### src/rtl/sbo_pkg.sv
// sbo_pkg: shared types and constants of the slab bitmap object allocator
// request/result payload structs, status and occupancy codes,
// controller-datapath command and status structs; no dependencies
package sbo_pkg;

  localparam int unsigned SLOT_W    = 9;
  localparam int unsigned CNT_W     = 10;
  localparam int unsigned OBJ_W     = 13;
  localparam int unsigned OFF_W     = 21;
  localparam int unsigned PROD_W    = SLOT_W + OBJ_W;
  localparam int unsigned WORD_BITS = 64;
  localparam int unsigned BIT_W     = 6;
  localparam int unsigned BASE_W    = 11;
  localparam int unsigned SLOT_LIMIT = 512;

  localparam logic [OFF_W-1:0] OFFSET_MAX = 21'h1F_FFFF;

  // request kinds
  localparam logic KIND_ALLOC = 1'b0;
  localparam logic KIND_FREE  = 1'b1;

  // result status codes
  localparam logic [1:0] ST_OK          = 2'd0;
  localparam logic [1:0] ST_NO_SLOT     = 2'd1;
  localparam logic [1:0] ST_DOUBLE_FREE = 2'd2;
  localparam logic [1:0] ST_RANGE       = 2'd3;

  // slab occupancy codes
  localparam logic [1:0] OCC_EMPTY   = 2'd0;
  localparam logic [1:0] OCC_PARTIAL = 2'd1;
  localparam logic [1:0] OCC_FULL    = 2'd2;

  // configuration register indexes
  localparam int unsigned CFG_IDX_W  = 1;
  localparam int unsigned CFG_DATA_W = 13;
  localparam logic [CFG_IDX_W-1:0] CFG_SLOTS_IN_USE = 1'b0;
  localparam logic [CFG_IDX_W-1:0] CFG_OBJECT_BYTES = 1'b1;

  localparam logic [CNT_W-1:0] SLOTS_RESET = 10'd512;
  localparam logic [OBJ_W-1:0] OBJ_RESET   = 13'd8;

  typedef struct packed {
    logic              kind;
    logic [SLOT_W-1:0] slot_index;
  } req_t;

  typedef struct packed {
    logic [1:0]        status;
    logic [SLOT_W-1:0] slot_out;
    logic [OFF_W-1:0]  byte_offset;
    logic [1:0]        slab_state;
    logic [CNT_W-1:0]  used_count;
  } rsp_t;

  typedef struct packed {
    logic load;
    logic scan;
    logic mult;
    logic emit;
  } dp_cmd_t;

  typedef struct packed {
    logic decided;
    logic out_free;
  } dp_sts_t;

endpackage

### src/rtl/slab_bitmap_object_allocator_top.sv
// Slab bitmap object allocator, top level.
// Request channel (req_valid / req_stall / req_data): kind 0 allocates the
// lowest free slot below the slot limit, kind 1 frees req_data.slot_index.
// Result channel (rsp_valid / rsp_stall / rsp_data): one result per request
// with status, slot, byte offset (slot times object size, saturated),
// slab state and used count after the request.
// Config channel (cfg_valid / cfg_ready / cfg_index / cfg_data): index 0 slot
// count, index 1 object size; always ready, write only while idle.
// Scan: an allocation checks the 64-bit bitmap words in turn from word 0 up to
// the hit or the last word below the slot limit; a free checks only the word
// of its slot. The bitmap memory reads one word per cycle. One request is in
// flight at a time; the next is taken in the cycle after the result is loaded.
// Reset (rst, synchronous): bitmap reads as all free, count zero, slab empty,
// slot count 512, object size 8; no clearing pass is needed.
// A stalled result holds in the output register; the block finishes the next
// request up to the hand-off and then waits.
// depends on sbo_pkg, sbo_ctrl, sbo_dp
module slab_bitmap_object_allocator_top import sbo_pkg::*; #(
  parameter int unsigned MAX_SLOTS = 512
) (
  input  logic                  clk,
  input  logic                  rst,
  input  logic                  req_valid,
  output logic                  req_stall,
  input  req_t                  req_data,
  output logic                  rsp_valid,
  input  logic                  rsp_stall,
  output rsp_t                  rsp_data,
  input  logic                  cfg_valid,
  output logic                  cfg_ready,
  input  logic [CFG_IDX_W-1:0]  cfg_index,
  input  logic [CFG_DATA_W-1:0] cfg_data
);

  dp_cmd_t cmd;
  dp_sts_t sts;

  assign cfg_ready = 1'b1;

  sbo_ctrl u_ctrl (
    .clk       (clk),
    .rst       (rst),
    .req_valid (req_valid),
    .req_stall (req_stall),
    .cmd       (cmd),
    .sts       (sts)
  );

  sbo_dp #(
    .MAX_SLOTS (MAX_SLOTS)
  ) u_dp (
    .clk       (clk),
    .rst       (rst),
    .req_data  (req_data),
    .cfg_valid (cfg_valid && cfg_ready),
    .cfg_index (cfg_index),
    .cfg_data  (cfg_data),
    .cmd       (cmd),
    .sts       (sts),
    .rsp_valid (rsp_valid),
    .rsp_stall (rsp_stall),
    .rsp_data  (rsp_data)
  );

`ifndef SYNTH
  // one request in flight: busy right after a request is taken
  a_busy_after_req: assert property (@(posedge clk) disable iff (rst)
    (req_valid && !req_stall) |=> req_stall)
    else $error("request accepted while previous one still in flight");

  // a scan decides once, then leaves the scan state
  a_single_decide: assert property (@(posedge clk) disable iff (rst)
    sts.decided |=> !sts.decided)
    else $error("scan decided twice for one request");

  // failed requests report no offset
  a_err_no_offset: assert property (@(posedge clk) disable iff (rst)
    (rsp_valid && rsp_data.status != ST_OK) |-> (rsp_data.byte_offset == '0))
    else $error("error result carries a byte offset");

  a_count_bound: assert property (@(posedge clk) disable iff (rst)
    rsp_valid |-> (rsp_data.used_count <= CNT_W'(SLOT_LIMIT)))
    else $error("used count above slot limit");
`endif

endmodule

### src/rtl/sbo_dp.sv
// sbo_dp: datapath of the slab allocator: config registers, bitmap word memory,
// first-fit word check, used count, offset multiplier and result register
// depends on sbo_pkg
module sbo_dp import sbo_pkg::*; #(
  parameter int unsigned MAX_SLOTS = 512
) (
  input  logic                  clk,
  input  logic                  rst,
  input  req_t                  req_data,
  input  logic                  cfg_valid,
  input  logic [CFG_IDX_W-1:0]  cfg_index,
  input  logic [CFG_DATA_W-1:0] cfg_data,
  input  dp_cmd_t               cmd,
  output dp_sts_t               sts,
  output logic                  rsp_valid,
  input  logic                  rsp_stall,
  output rsp_t                  rsp_data
);

  localparam int unsigned NSLOT = (MAX_SLOTS < SLOT_LIMIT) ? MAX_SLOTS : SLOT_LIMIT;
  localparam int unsigned NWORD = (NSLOT + WORD_BITS - 1) / WORD_BITS;
  localparam int unsigned WW    = (NWORD > 1) ? $clog2(NWORD) : 1;
  localparam logic [WW-1:0]     LAST_W    = WW'(NWORD - 1);
  localparam logic [SLOT_W-1:0] LAST_W_S  = SLOT_W'(NWORD - 1);
  localparam logic [CNT_W-1:0]  NSLOT_C   = CNT_W'(NSLOT);

  // configuration
  logic [CNT_W-1:0] slots_cfg;
  logic [OBJ_W-1:0] obj_cfg;
  logic [CNT_W-1:0] lim;

  // bitmap storage, one valid bit per word stands in for the reset clear
  logic [WORD_BITS-1:0] mem [NWORD];
  logic [NWORD-1:0]     wvalid;
  logic [WORD_BITS-1:0] rd_word;
  logic                 rd_wv;

  // item and scan registers
  logic              kind_r;
  logic [SLOT_W-1:0] req_r;
  logic [WW-1:0]     ptr;
  logic [WW-1:0]     chk_ptr;
  logic              chk_vld;
  logic [CNT_W-1:0]  used;

  // result registers
  logic [1:0]        res_status;
  logic [SLOT_W-1:0] res_slot;
  logic [SLOT_W-1:0] mul_slot;
  logic [PROD_W-1:0] prod;
  logic [1:0]        occ;

  // check stage signals
  logic [WORD_BITS-1:0] rd_eff;
  logic [WORD_BITS-1:0] mask;
  logic [WORD_BITS-1:0] free_vec;
  logic [WORD_BITS-1:0] low;
  logic [BIT_W-1:0]     bit_idx;
  logic [BASE_W-1:0]    base;
  logic [BASE_W-1:0]    rem;
  logic                 found;
  logic                 last_word;
  logic                 decided;

  // commit signals
  logic                 wr_en;
  logic [WORD_BITS-1:0] wr_word;
  logic [CNT_W-1:0]     used_next;
  logic [1:0]           res_status_next;
  logic [SLOT_W-1:0]    res_slot_next;
  logic [SLOT_W-1:0]    mul_slot_next;
  logic [OFF_W-1:0]     off_sat;

  assign lim = (slots_cfg > NSLOT_C) ? NSLOT_C : slots_cfg;

  always_ff @(posedge clk) begin
    if (rst) begin
      slots_cfg <= SLOTS_RESET;
      obj_cfg   <= OBJ_RESET;
    end else if (cfg_valid) begin
      unique case (cfg_index)
        CFG_SLOTS_IN_USE: slots_cfg <= cfg_data[CNT_W-1:0];
        CFG_OBJECT_BYTES: obj_cfg   <= cfg_data[OBJ_W-1:0];
        default: ;
      endcase
    end
  end

  // word check: mask off slots at or above the limit, find lowest clear bit
  always_comb begin
    rd_eff   = rd_wv ? rd_word : '0;
    base     = BASE_W'(chk_ptr) << BIT_W;
    rem      = {1'b0, lim} - base;
    if (base >= {1'b0, lim}) begin
      mask = '0;
    end else if (rem >= BASE_W'(WORD_BITS)) begin
      mask = '1;
    end else begin
      mask = (WORD_BITS'(1) << rem[BIT_W-1:0]) - WORD_BITS'(1);
    end
    free_vec  = ~rd_eff & mask;
    low       = free_vec & (~free_vec + WORD_BITS'(1));
    found     = |free_vec;
    last_word = (base + BASE_W'(WORD_BITS)) >= {1'b0, lim};
    bit_idx   = '0;
    for (int b = 0; b < WORD_BITS; b++) begin
      if (low[b]) bit_idx = bit_idx | BIT_W'(b);
    end
  end

  assign decided     = cmd.scan && chk_vld && (kind_r || found || last_word);
  assign sts.decided = decided;
  assign sts.out_free = !rsp_valid || !rsp_stall;

  always_comb begin
    wr_en           = 1'b0;
    wr_word         = rd_eff;
    used_next       = used;
    res_status_next = ST_OK;
    res_slot_next   = req_r;
    mul_slot_next   = '0;
    if (kind_r == KIND_ALLOC) begin
      if (found) begin
        wr_en         = decided;
        wr_word       = rd_eff | low;
        used_next     = used + CNT_W'(1);
        res_slot_next = SLOT_W'({chk_ptr, bit_idx});
        mul_slot_next = SLOT_W'({chk_ptr, bit_idx});
      end else begin
        res_status_next = ST_NO_SLOT;
        res_slot_next   = '0;
      end
    end else begin
      if ({1'b0, req_r} >= lim) begin
        res_status_next = ST_RANGE;
      end else if (!rd_eff[req_r[BIT_W-1:0]]) begin
        res_status_next = ST_DOUBLE_FREE;
      end else begin
        wr_en         = decided;
        wr_word       = rd_eff & ~(WORD_BITS'(1) << req_r[BIT_W-1:0]);
        used_next     = (used != '0) ? used - CNT_W'(1) : used;
        mul_slot_next = req_r;
      end
    end
  end

  assign off_sat = prod[PROD_W-1:OFF_W] != '0 ? OFFSET_MAX : prod[OFF_W-1:0];

  // bitmap memory, registered read
  always_ff @(posedge clk) begin
    rd_word <= mem[ptr];
    rd_wv   <= wvalid[ptr];
    if (wr_en) begin
      mem[chk_ptr] <= wr_word;
    end
  end

  always_ff @(posedge clk) begin
    if (rst) begin
      wvalid    <= '0;
      used      <= '0;
      chk_vld   <= 1'b0;
      rsp_valid <= 1'b0;
    end else begin
      chk_vld <= cmd.scan && !decided;
      if (wr_en) begin
        wvalid[chk_ptr] <= 1'b1;
      end
      if (decided) begin
        used <= used_next;
      end
      if (cmd.emit) begin
        rsp_valid <= 1'b1;
      end else if (!rsp_stall) begin
        rsp_valid <= 1'b0;
      end
    end
  end

  always_ff @(posedge clk) begin
    chk_ptr <= ptr;
    if (cmd.load) begin
      kind_r <= req_data.kind;
      req_r  <= req_data.slot_index;
      if (req_data.kind == KIND_ALLOC) begin
        ptr <= '0;
      end else if ((req_data.slot_index >> BIT_W) > LAST_W_S) begin
        ptr <= LAST_W;
      end else begin
        ptr <= WW'(req_data.slot_index >> BIT_W);
      end
    end else if (cmd.scan && kind_r == KIND_ALLOC && ptr != LAST_W) begin
      ptr <= ptr + WW'(1);
    end
    if (decided) begin
      res_status <= res_status_next;
      res_slot   <= res_slot_next;
      mul_slot   <= mul_slot_next;
    end
    if (cmd.mult) begin
      prod <= PROD_W'(mul_slot) * PROD_W'(obj_cfg);
      if (used == '0) begin
        occ <= OCC_EMPTY;
      end else if (used >= lim) begin
        occ <= OCC_FULL;
      end else begin
        occ <= OCC_PARTIAL;
      end
    end
    if (cmd.emit) begin
      rsp_data.status      <= res_status;
      rsp_data.slot_out    <= res_slot;
      rsp_data.byte_offset <= off_sat;
      rsp_data.slab_state  <= occ;
      rsp_data.used_count  <= used;
    end
  end

endmodule

### src/rtl/sbo_ctrl.sv
// sbo_ctrl: controller of the slab allocator; sequences load, bitmap scan,
// offset multiply and result hand-off; depends on sbo_pkg
module sbo_ctrl import sbo_pkg::*; (
  input  logic    clk,
  input  logic    rst,
  input  logic    req_valid,
  output logic    req_stall,
  output dp_cmd_t cmd,
  input  dp_sts_t sts
);

  typedef enum logic [1:0] {
    S_IDLE,
    S_SCAN,
    S_MULT,
    S_EMIT
  } state_t;

  state_t state;

  always_comb begin
    cmd.load  = (state == S_IDLE) && req_valid;
    cmd.scan  = (state == S_SCAN);
    cmd.mult  = (state == S_MULT);
    cmd.emit  = (state == S_EMIT) && sts.out_free;
    req_stall = (state != S_IDLE);
  end

  always_ff @(posedge clk) begin
    if (rst) begin
      state <= S_IDLE;
    end else begin
      unique case (state)
        S_IDLE: begin
          if (req_valid) state <= S_SCAN;
        end
        S_SCAN: begin
          if (sts.decided) state <= S_MULT;
        end
        S_MULT: begin
          state <= S_EMIT;
        end
        S_EMIT: begin
          // wait for the result register to drain
          if (sts.out_free) state <= S_IDLE;
        end
        default: state <= S_IDLE;
      endcase
    end
  end

endmodule

### config.mk
export PLATFORM = sky130hd
export DESIGN_NAME = slab_bitmap_object_allocator_top
export DESIGN_NICKNAME = d
export VERILOG_FILES = /design/src/rtl/sbo_pkg.sv /design/src/rtl/slab_bitmap_object_allocator_top.sv /design/src/rtl/sbo_dp.sv /design/src/rtl/sbo_ctrl.sv
export SDC_FILE = /design/constraint.sdc
export NUM_CORES = 1
export LEC_CHECK = 0
export ABC_CLOCK_PERIOD_IN_PS = 18100
export BUFFER_PORTS_ARGS = -buffer_cell sky130_fd_sc_hd__buf_2
export CELL_PAD_IN_SITES_DETAIL_PLACEMENT = 1
export CELL_PAD_IN_SITES_GLOBAL_PLACEMENT = 1
export CORE_AREA = 2 2 353 355
export DETAILED_ROUTE_END_ITERATION = 10
export DIE_AREA = 0 0 355 357
export GPL_ROUTABILITY_DRIVEN = 0
export PLACE_DENSITY_LB_ADDON = 0.1
export SETUP_SLACK_MARGIN = 0.3
export SLEW_MARGIN = 20
export SYNTH_ARGS = -nofsm -noshare
export SYNTH_HDL_FRONTEND = slang
export SYNTH_SLANG_ARGS = --single-unit
### constraint.sdc
create_clock -name clk -period 18.1 [get_ports clk]
set_clock_uncertainty 0.1 [all_clocks]
set_input_delay 3.62 -clock clk [delete_from_list [all_inputs] [get_ports clk]]
set_output_delay 3.62 -clock clk [all_outputs]
set_load 0.01 [all_outputs]
# Word-level counts from Yosys, hierarchy flattened
# Memories as Yosys holds them, arrays and structs flattened. A register that Yosys moved wholly into a read port is not among the register bits.
# Index checks and enable logic that the tools add are counted.
classes:
  n_mux: 161
  reduce_logical: 29
  addsub: 7
  n_mul: 1
  bitwise_logic: 9
  eq_ne: 12
  magnitude_cmp: 11
  n_shift: 2
op_table:
  columns: ["cell", "n"]
  rows:
  - ["$mux 64", 12]
  - ["$and 64x64->64", 3]
  - ["$mux 6", 32]
  - ["$not 64->64", 3]
  - ["$mux 10", 17]
  - ["$shl 1x6->64 const A", 2]
  - ["$mux 9", 9]
  - ["$mux 5", 16]
  - ["$mux 13", 5]
  - ["$add 64x1->64 const B", 1]
  - ["$or 64x64->64", 1]
  - ["$reduce_or 64->1", 1]
  - ["$sub 64x2->64 const B", 1]
  - ["$mux 2", 24]
  - ["$mux 3", 12]
  - ["$mux 4", 8]
  - ["$mul 9x13->22", 1]
  - ["$ge 9x10->1", 2]
  - ["$mux 1", 20]
  - ["$ne 3x3->1 const B", 6]
  - ["$mux 8", 2]
  - ["$reduce_bool 2->1", 6]
  - ["$ge 11x10->1", 1]
  - ["$ge 11x7->1 const B", 1]
  - ["31 further kinds", 46]
totals:
  elab_cells: 255
  in_bits: 29
  n_memories: 1
  ram_bits: 512
  out_inout_bits: 47
  reg_bits: 150
mem_list:
  columns: ["name", "depth", "width", "rd", "rd_ports_with_merged_regs", "wr", "line", "text"]
  rows:
  - ["u_dp.mem", 8, 64, 1, 1, 1, "sbo_dp.sv:33", "logic [WORD_BITS-1:0] mem [NWORD];"]

# Depth between registers and ports, before layout
# Gate-level depths: netlist of the first run.
logic_depth:
  depth_word: 78
  depth_mapped: 24
  depth_no_buf: 23

# Cells and area by module
# A second synthesis of the first run with hierarchy kept.
unflattened:
  hier_cells: 2760
  area_unflattened_um2: 36545.0
by_module_without_submodules:
  columns: ["mod", "seq_area_each_um2", "cells_per_inst", "instances", "area_each_um2"]
  rows:
  - ["sbo_dp", 20629.8, 2735, 1, 36336.1]
  - ["sbo_ctrl", 40.0, 23, 1, 197.7]
  - ["slab_bitmap_object_allocator_top", 0.0, 2, 1, 11.3]

# Least setup slack after synthesis of the first run
# Ideal clock, no wire load.
synth_timing:
  kind: "reg-to-reg"
  start: "reg u_dp.slots_cfg[9]"
  end: "mem u_dp.mem[0][0] (enable)"
  required_ns: 17.436
  n_path_buf: 5
  path_slack_ns: 8.691
  period_less_slack_ns: 9.409
  setup_time_ns: 0.564
  t_arrival_ns: 8.745
  stages_incl_launch_ff: 22
  path_cell_list: "dfxtp_1 buf_2 buf_2 inv_1 clkbuf_1 nand2_1 ha_1 inv_1 fa_1 xor2_1 nor3_1 a2111oi_0 clkbuf_1 buf_2 nand2_1 o31ai_1 nor3_1 nand3_1 nor2_1 a41oi_2 o211ai_2 nor3_1"
synth_between:
  elab_chain_cells: 21
  word_cells_on_any_way: 27
  cone_classes: "add/sub (2); order compare (5); shift (1); mux (14); bitwise (1); reduce/logical (4)"
synth_rtl:
  columns: ["item", "line", "text"]
  rows:
  - ["start, declared", "sbo_dp.sv:28", "logic [CNT_W-1:0] slots_cfg;"]
  - ["start signal, assigned", "sbo_dp.sv:82", "CFG_SLOTS_IN_USE: slots_cfg <= cfg_data[CNT_W-1:0];"]
  - ["$gt 10x10->1", "sbo_dp.sv:74", "assign lim = (slots_cfg > NSLOT_C) ? NSLOT_C : slots_cfg;"]
  - ["$mux 10 *", "sbo_dp.sv:74", null]
  - ["$sub 10x9->11", "sbo_dp.sv:93", "rem = {1'b0, lim} - base;"]
  - ["$shl 1x6->64", "sbo_dp.sv:99", "mask = (WORD_BITS'(1) << rem[BIT_W-1:0]) - WORD_BITS'(1);"]
  - ["$sub 64x2->64", "sbo_dp.sv:99", null]
  - ["$mux 64", "sbo_dp.sv:96", "end else if (rem >= BASE_W'(WORD_BITS)) begin"]
  - ["$mux 64 (2 in series)", "sbo_dp.sv:94", "if (base >= {1'b0, lim}) begin"]
  - ["$and 64x64->64", "sbo_dp.sv:101", "free_vec = ~rd_eff & mask;"]
  - ["[... 4 more ...]", null, null]
  - ["$mux 1", "sbo_dp.sv:136", "end else if (!rd_eff[req_r[BIT_W-1:0]]) begin"]
  - ["$mux 1", "sbo_dp.sv:134", "if ({1'b0, req_r} >= lim) begin"]
  - ["$mux 1", "sbo_dp.sv:122", "if (kind_r == KIND_ALLOC) begin"]
  - ["$mux 1", "sbo_dp.sv:134", null]
  - ["$mux 1", "sbo_dp.sv:122", null]
  - ["$mux 1 *", "sbo_dp.sv:122", null]
  - ["$mux 1 *", "sbo_dp.sv:153", "if (wr_en) begin"]
  - ["$mux 1 (not written as such) *", "sbo_dp.sv:154", "mem[chk_ptr] <= wr_word;"]
  - ["end, declared", "sbo_dp.sv:33", null]
# Every way passes the cells marked *; elsewhere a longest branch is shown, timed or not. The select of a mux whose other input is x is not followed.

# Final worst setup path of the first run
layout_timing:
  start: "reg u_dp.slots_cfg[9]"
  end: "mem u_dp.mem[0][34] (enable)"
# The elaborated chain is that of the path after synthesis.

==> results.yml, run 1 <==
synth:
  synth_top_family_by_area: "simple AND/OR/NAND/NOR gates"
  ys_ff_latch: 726
  synth_edf_count: 613
  avgSynthCellArea_sq_um: 13.0
  synth_xor_area_share_pct: 0.763
  synth-simple-area-share_pct: 12.2
  async_flop_share_pct: 0
  synthAdderAreaFrac_pct: 7.26
  syn_area_sq_um: 36700
  synth_compound_area_share_pct: 8.83
  synth_seq_area_share_pct: 56.3
  muxShareOfSynthArea_pct: 11.3
  synth_cell_types: 103
  syn_nets: 3012
  synth_ff_type: "edfxtp_1"
  syn_inst: 2818
  yosysWarningCount: 0
power:
  powerDensity_nw_per_um2: 129
  vdd.ir_drop.worst_mv: 0.0907
  power.leakage_nw: 14.8
  power_w: 0.00540
route:
  vias: 25041
  wl_met3_um: 6190
  viasPerCell: 5.46
  topRoutingLayerUsed: "met5"
  ant_nets: 0
  routedWlPerCell_um: 28.0
  drc: 0
  dr.pass1.iters: 6
  drt_wl_total_um: 128000
  routed-wl-met2_um: 61600
  met1_length_um: 55600
  dr.first_iter.drc_count: 2133
sta:
  finalSetupViolCount: 0
  fmax_ghz: 0.113
  finalCritPeriodShare_pct: 48.8
  slew_viol_final: 0
  hold_viol_final: 0
  relSlewSlack_pct: 28.7
  period_minus_slack_ns: 8.83
  tightest_slew_ns: 1.07
  tns_ns: 0
  grt_setup_unrepaired: "false"
  whs_ns: 0.320
finish:
  antennaDiodeCount: 0
  fin_area_sq_um: 42000
  register_area_sq_um: 20700
  area_growth_pct: 14.5
  multi_input_comb_area_sq_um: 15000
  drive_gt1_share_pct: 18.9
  fin_nets: 3070
  fillers: 13039
min_path:
  min_to: "u_dp.rsp_data[11]"
  hold_path.class: "flip-flop to flip-flop"
  worstHoldStart: "u_dp.occ[1]"
  hold_depth: 0
critical_path:
  crit_family: "compound AO/OA/AOI/OAI gates"
  slowest_delay_ns: 0.80
  crit_start: "u_dp.slots_cfg[9]"
  crit_required_ns: 18.29
  crit_type: "flip-flop to flip-flop"
  r2r_setup_slack_ns: 9.27
  arrival_ns: 9.02
  cp_slowest_cell: "a2111o_1"
  worstPathCellList: "buf_4, inv_1, nand2_1, ha_1, inv_1, fa_1, xor2_1, nor3_1, a2111o_1, a22oi_1, a2111oi_2, nand4bb_1, or4b_4, nor4b_4, buf_4, a41oi_4, o211ai_2, nor3_2, buf_4, buf_4"
  end_kind: "flip-flop"
  cp_max_fo: 39
  critPathBufInv: 6
  rr_endpoint: "u_dp.mem[0][34]"
  path_common_cell: "buf_4"
  worst_r2r_startpoint: "u_dp.slots_cfg[9]"
  r2r_cells: 20
  crit_path_start_kind: "flip-flop"
cts:
  cts_buffers: 85
  htree_levels: 3
  cts-root-buf: "clkbuf_16"
  postCtsSetupBuffers: 0
  ctsResizeCount: 0
  hold_buffers: 0
  cts_tree: "built"
  cts.path.max_buffers: 3
  cts.sinks: 726
  clk_pin_slew_ns: 0.06
  insertion_delay_ns: 0.66
global_route:
  grt_pass1_vias: 26367
  grt_max_degree: 133
  grtUsageTotal_pct: 20.3
  antenna_found_initial: 5
  grt_pass1_wl_um: 188000
  gr-total-overflow: 0
floorplan:
  die_y_um: 357
  fp-row-count: 129
  core_sq_um: 123000
  die_area_sq_um: 127000
  io_pins: 76
  die_x_um: 355
  start_util_pct: 29.8
job:
  drv_cap: 0
place:
  port_buffers: 74
  dpl_cell_area_sq_um: 39000
  dp_hpwl_um: 88600
run_status:
  status: "finished clean"
-- registers in the layout, indices dropped and copies added, names as in the netlist, 2 cells and up --
register         flops
u_dp.slots_cfg      10
u_dp.mem           512
u_ctrl.state         2
u_dp.ptr             3
u_dp.occ             2
u_dp.obj_cfg        13
u_dp.rsp_data       44
u_dp.req_r           9
u_dp.wvalid          8
u_dp.chk_ptr         3
u_dp.prod           22
u_dp.mul_slot        9
u_dp.rd_word        64
u_dp.used           10
u_dp.res_slot        9
u_dp.res_status      2
-- synth_stat cells, types with 64 or more instances --
| library cell | count | share of area (%) |
|---|---|---|
| a21oi_1 | 107 | 1.5 |
| clkbuf_1 | 113 | 1.2 |
| dfxtp_1 | 113 | 6.2 |
| edfxtp_1 | 613 | 50 |
| fa_1 | 80 | 4.4 |
| ha_1 | 85 | 2.9 |
| inv_1 | 142 | 1.5 |
| mux2_2 | 64 | 2.0 |
| mux4_2 | 148 | 9.1 |
| nand2_1 | 301 | 3.1 |
| nand3_1 | 70 | 0.95 |
| nor2_1 | 167 | 1.7 |
| o21ai_0 | 91 | 1.2 |
-- area by class of cell --
cell class              instances  share of cell area [%]
multi-input cells            1784                    35.6
inverters                     144                    1.29
clock buffers                 125                    5.81
clock inverters                34                    1.16
flip-flops and latches        726                    49.2
well taps                    1637                    4.87
repair buffers                135                    2.03
-- cell families (layout without fill, tap and decap cells) --
family / count (synthesis) / in the layout
buffers and inverters: 308 / 438
AND/OR/NAND/NOR: 885 / 885
XOR/XNOR: 32 / 32
multiplexers: 221 / 221
adder cells (fa/ha/maj): 165 / 165
AO/OA/AOI/OAI: 480 / 480
flip-flops: 726 / 726
other: 1 / 1
-- cell usage in the layout (no fill, tap or decap), types with 53 or more instances in the layout --
master       n
nand2_1    301
inv_1      142
dfxtp_1    112
o21ai_0     86
fa_1        80
ha_1        85
clkbuf_16   89
nor2_1     160
buf_4       59
nand3_1     70
mux4_2     148
and2_1      53
a21oi_1    106
mux2_2      64
edfxtp_1   613
buf_2       74
-- power breakdown --
group / switching, W / leakage (nW) / internal, W / total (W)
clock network: 0.000694 / 1.41 / 0.00109 / 0.00179
logic: 0.000905 / 6.40 / 0.000622 / 0.00153
registers: 0.000134 / 6.95 / 0.00195 / 0.00209
-- through the flow --
stage,utilization [%],cells,setup slack [ns]
global placement,31.7,4426,9.52
floorplan,-,2818,8.69
finish,34.2,4585,9.27
global route,34.2,4585,8.81
detailed placement,31.7,4426,9.35
CTS,34.1,4585,9.33
-- worst max-delay path by stage --
stage | slack (ns) | cells after the start | to
after floorplan | 8.69 | 21 | u_dp.mem[0][0]
final | 9.27 | 20 | u_dp.mem[0][34]
after CTS | 9.33 | 20 | u_dp.mem[4][17]
after detailed placement | 9.35 | 20 | u_dp.mem[0][34]
after global routing | 8.81 | 20 | u_dp.mem[4][17]
after global placement | 9.52 | 20 | u_dp.mem[1][34]
-- metal layers --
| layer | track usage [%] | vias up |
|---|---|---|
| met5 | 0 | - |
| met2 | 34.0 | 806 |
| met1 | 26.8 | 13181 |
| met3 | 2.65 | 222 |
| li1 | - | 10830 |
| met4 | 7.62 | 2 |
Power figures use the tool's default switching activity.
==> run 2, diff against run 1 <==
Settings changed: ABC_CLOCK_PERIOD_IN_PS 18100 to 8700.
Clock period 18.1 ns to 8.7 ns, I/O delays scaled along.
==> run 2 against run 1 <==
Core utilization about the same. Total power up 110%. Non-clock buffer count unchanged. Register-to-register slack worse by 8.4 ns. Hold slack about the same.
==> results.yml, run 2 (same netlist as run 1, synthesis figures left out) <==
finish:
  largest_register_ffs: 512
  regMostFlops: "u_dp.mem"
  fin_nets: 3070
  final_cell_mix: "edfxtp_1, nand2_1, nor2_1, mux4_2, inv_1"
  top_regs: "u_dp.mem (512), u_dp.rd_word (64), u_dp.rsp_data (44)"
  final_common_cell: "edfxtp_1"
  fin_util_pct: 34.2
  antennaDiodeCount: 0
  area_growth_pct: 14.5
  drive_gt1_share_pct: 18.9
  fin_cells: 4584
cts:
  cts_tree: "built"
  cts_buffers: 85
  htree_levels: 3
  clk_pin_slew_ns: 0.06
  cts-root-buf: "clkbuf_16"
  hold_buffers: 0
  cts.sinks: 726
  cts.path.max_buffers: 3
  insertion_delay_ns: 0.68
route:
  dr.first_iter.drc_count: 1787
  ant_nets: 0
  drt_wl_total_um: 126000
  drc: 0
  routedWlPerCell_um: 27.6
  dr.pass1.iters: 5
  vias: 24761
  viasPerCell: 5.40
floorplan:
  io_pins: 76
  fp-row-count: 129
  die_area_sq_um: 127000
  die_x_um: 355
  die_y_um: 357
  start_util_pct: 29.8
  core_sq_um: 123000
sta:
  finalCritPeriodShare_pct: 90.4
  finalSetupViolCount: 0
  relSlewSlack_pct: 22.9
  tightest_slew_ns: 1.14
  slew_viol_final: 0
  period_minus_slack_ns: 7.86
  fmax_ghz: 0.127
  grt_setup_unrepaired: "false"
  tns_ns: 0
  hold_viol_final: 0
critical_path:
  r2r_cells: 17
  cp_max_fo: 38
  crit_required_ns: 8.95
  crit_type: "flip-flop to flip-flop"
  worstPathCellList: "buf_4, nor2b_1, inv_1, nand3_1, ha_1, inv_1, a31oi_1, nand4_1, or4_1, xnor2_1, o21ai_0, nor4bb_1, nor4b_4, buf_4, and2_1, nand2_1, o32ai_1"
  crit_family: "simple AND/OR/NAND/NOR gates"
  cp_slowest_cell: "or4_1"
  end_kind: "flip-flop"
  path_depth: 17
  arrival_ns: 8.11
  critPathBufInv: 4
  slowest_delay_ns: 0.85
  crit_path_start_kind: "flip-flop"
global_route:
  gr-total-overflow: 0
  grt_pass1_vias: 26570
  grt_pass1_wl_um: 186000
  antenna_found_initial: 0
  grt_max_degree: 133
  grtUsageTotal_pct: 20.0
power:
  powerDensity_nw_per_um2: 266
  power.leakage_nw: 14.8
  vdd.ir_drop.worst_mv: 0.222
place:
  port_buffers: 74
  place_inst: 4425
  dp_hpwl_um: 86800
min_path:
  hold_path.class: "flip-flop to flip-flop"
  hold_depth: 0
job:
  drv_cap: 0
run_status:
  status: "finished clean"
## run 2: path summary, 6_finish.rpt
path	start	end	slack, ns
hold reg to reg	u_dp.occ[0]	u_dp.rsp_data[10]	0.32
setup reg to reg	u_dp.slots_cfg[9]	u_dp.mem[4][56]	0.84
setup / recovery	u_dp.slots_cfg[9]	u_dp.mem[4][56]	0.84
hold / removal	u_dp.occ[0]	u_dp.rsp_data[10]	0.32
## run 2: what timing repair did
item,CTS,global route
setup endpoints to repair,0,8
buffers inserted,0,0
gates resized for setup,0,1
## run 2: final cells by class
cell class	count	area, sq um
clock inverters	43	529
repair buffers	135	957
multi-input cells	1784	14900
well taps	1637	2050
flip-flops and latches	726	20700
clock buffers	115	2350
fillers	13029	80900
inverters	144	541
## run 2: worst register-to-register path, stage by stage, from the launching register on
cell,delay (ns)
dfxtp_1,0.32
buf_4,0.26
nor2b_1,0.42
inv_1,0.43
nand3_1,0.19
ha_1,0.20
inv_1,0.06
a31oi_1,0.49
nand4_1,0.70
or4_1,0.86
xnor2_1,0.25
o21ai_0,0.37
nor4bb_1,0.75
nor4b_4,0.51
buf_4,0.37
and2_1,0.34
nand2_1,0.20
o32ai_1,0.75
## run 2: where the power goes
group | internal, W | leakage (nW) | switching, W
sequential | 0.00406 | 6.95 | 0.000290
combinational | 0.00130 | 6.41 | 0.00188
clock | 0.00218 | 1.41 | 0.00147
## run 2: metal layers
layer  up-vias  part of all wire, %  global-route usage, %
met5         -                    0                      0
met4         0                  4.2                   8.02
met3       223                  5.0                   3.44
met2       716                   47                   32.7
met1     12971                   44                   26.3
li1      10851                    -                      -
## run 2: stage by stage
step           setup slack [ns]  cell area (sq um)  power, W  hold WS (ns)
3_3_place_gp              0.920              39100   0.00760         0.304
2_1_floorplan              1.01              36700   0.00644         0.275
5_1_grt                   0.325              42000    0.0117         0.340
3_5_place_dp              0.676              39100   0.00763         0.306
6_report                  0.838              42000    0.0112         0.320
4_1_cts                   0.603              42000    0.0113         0.319
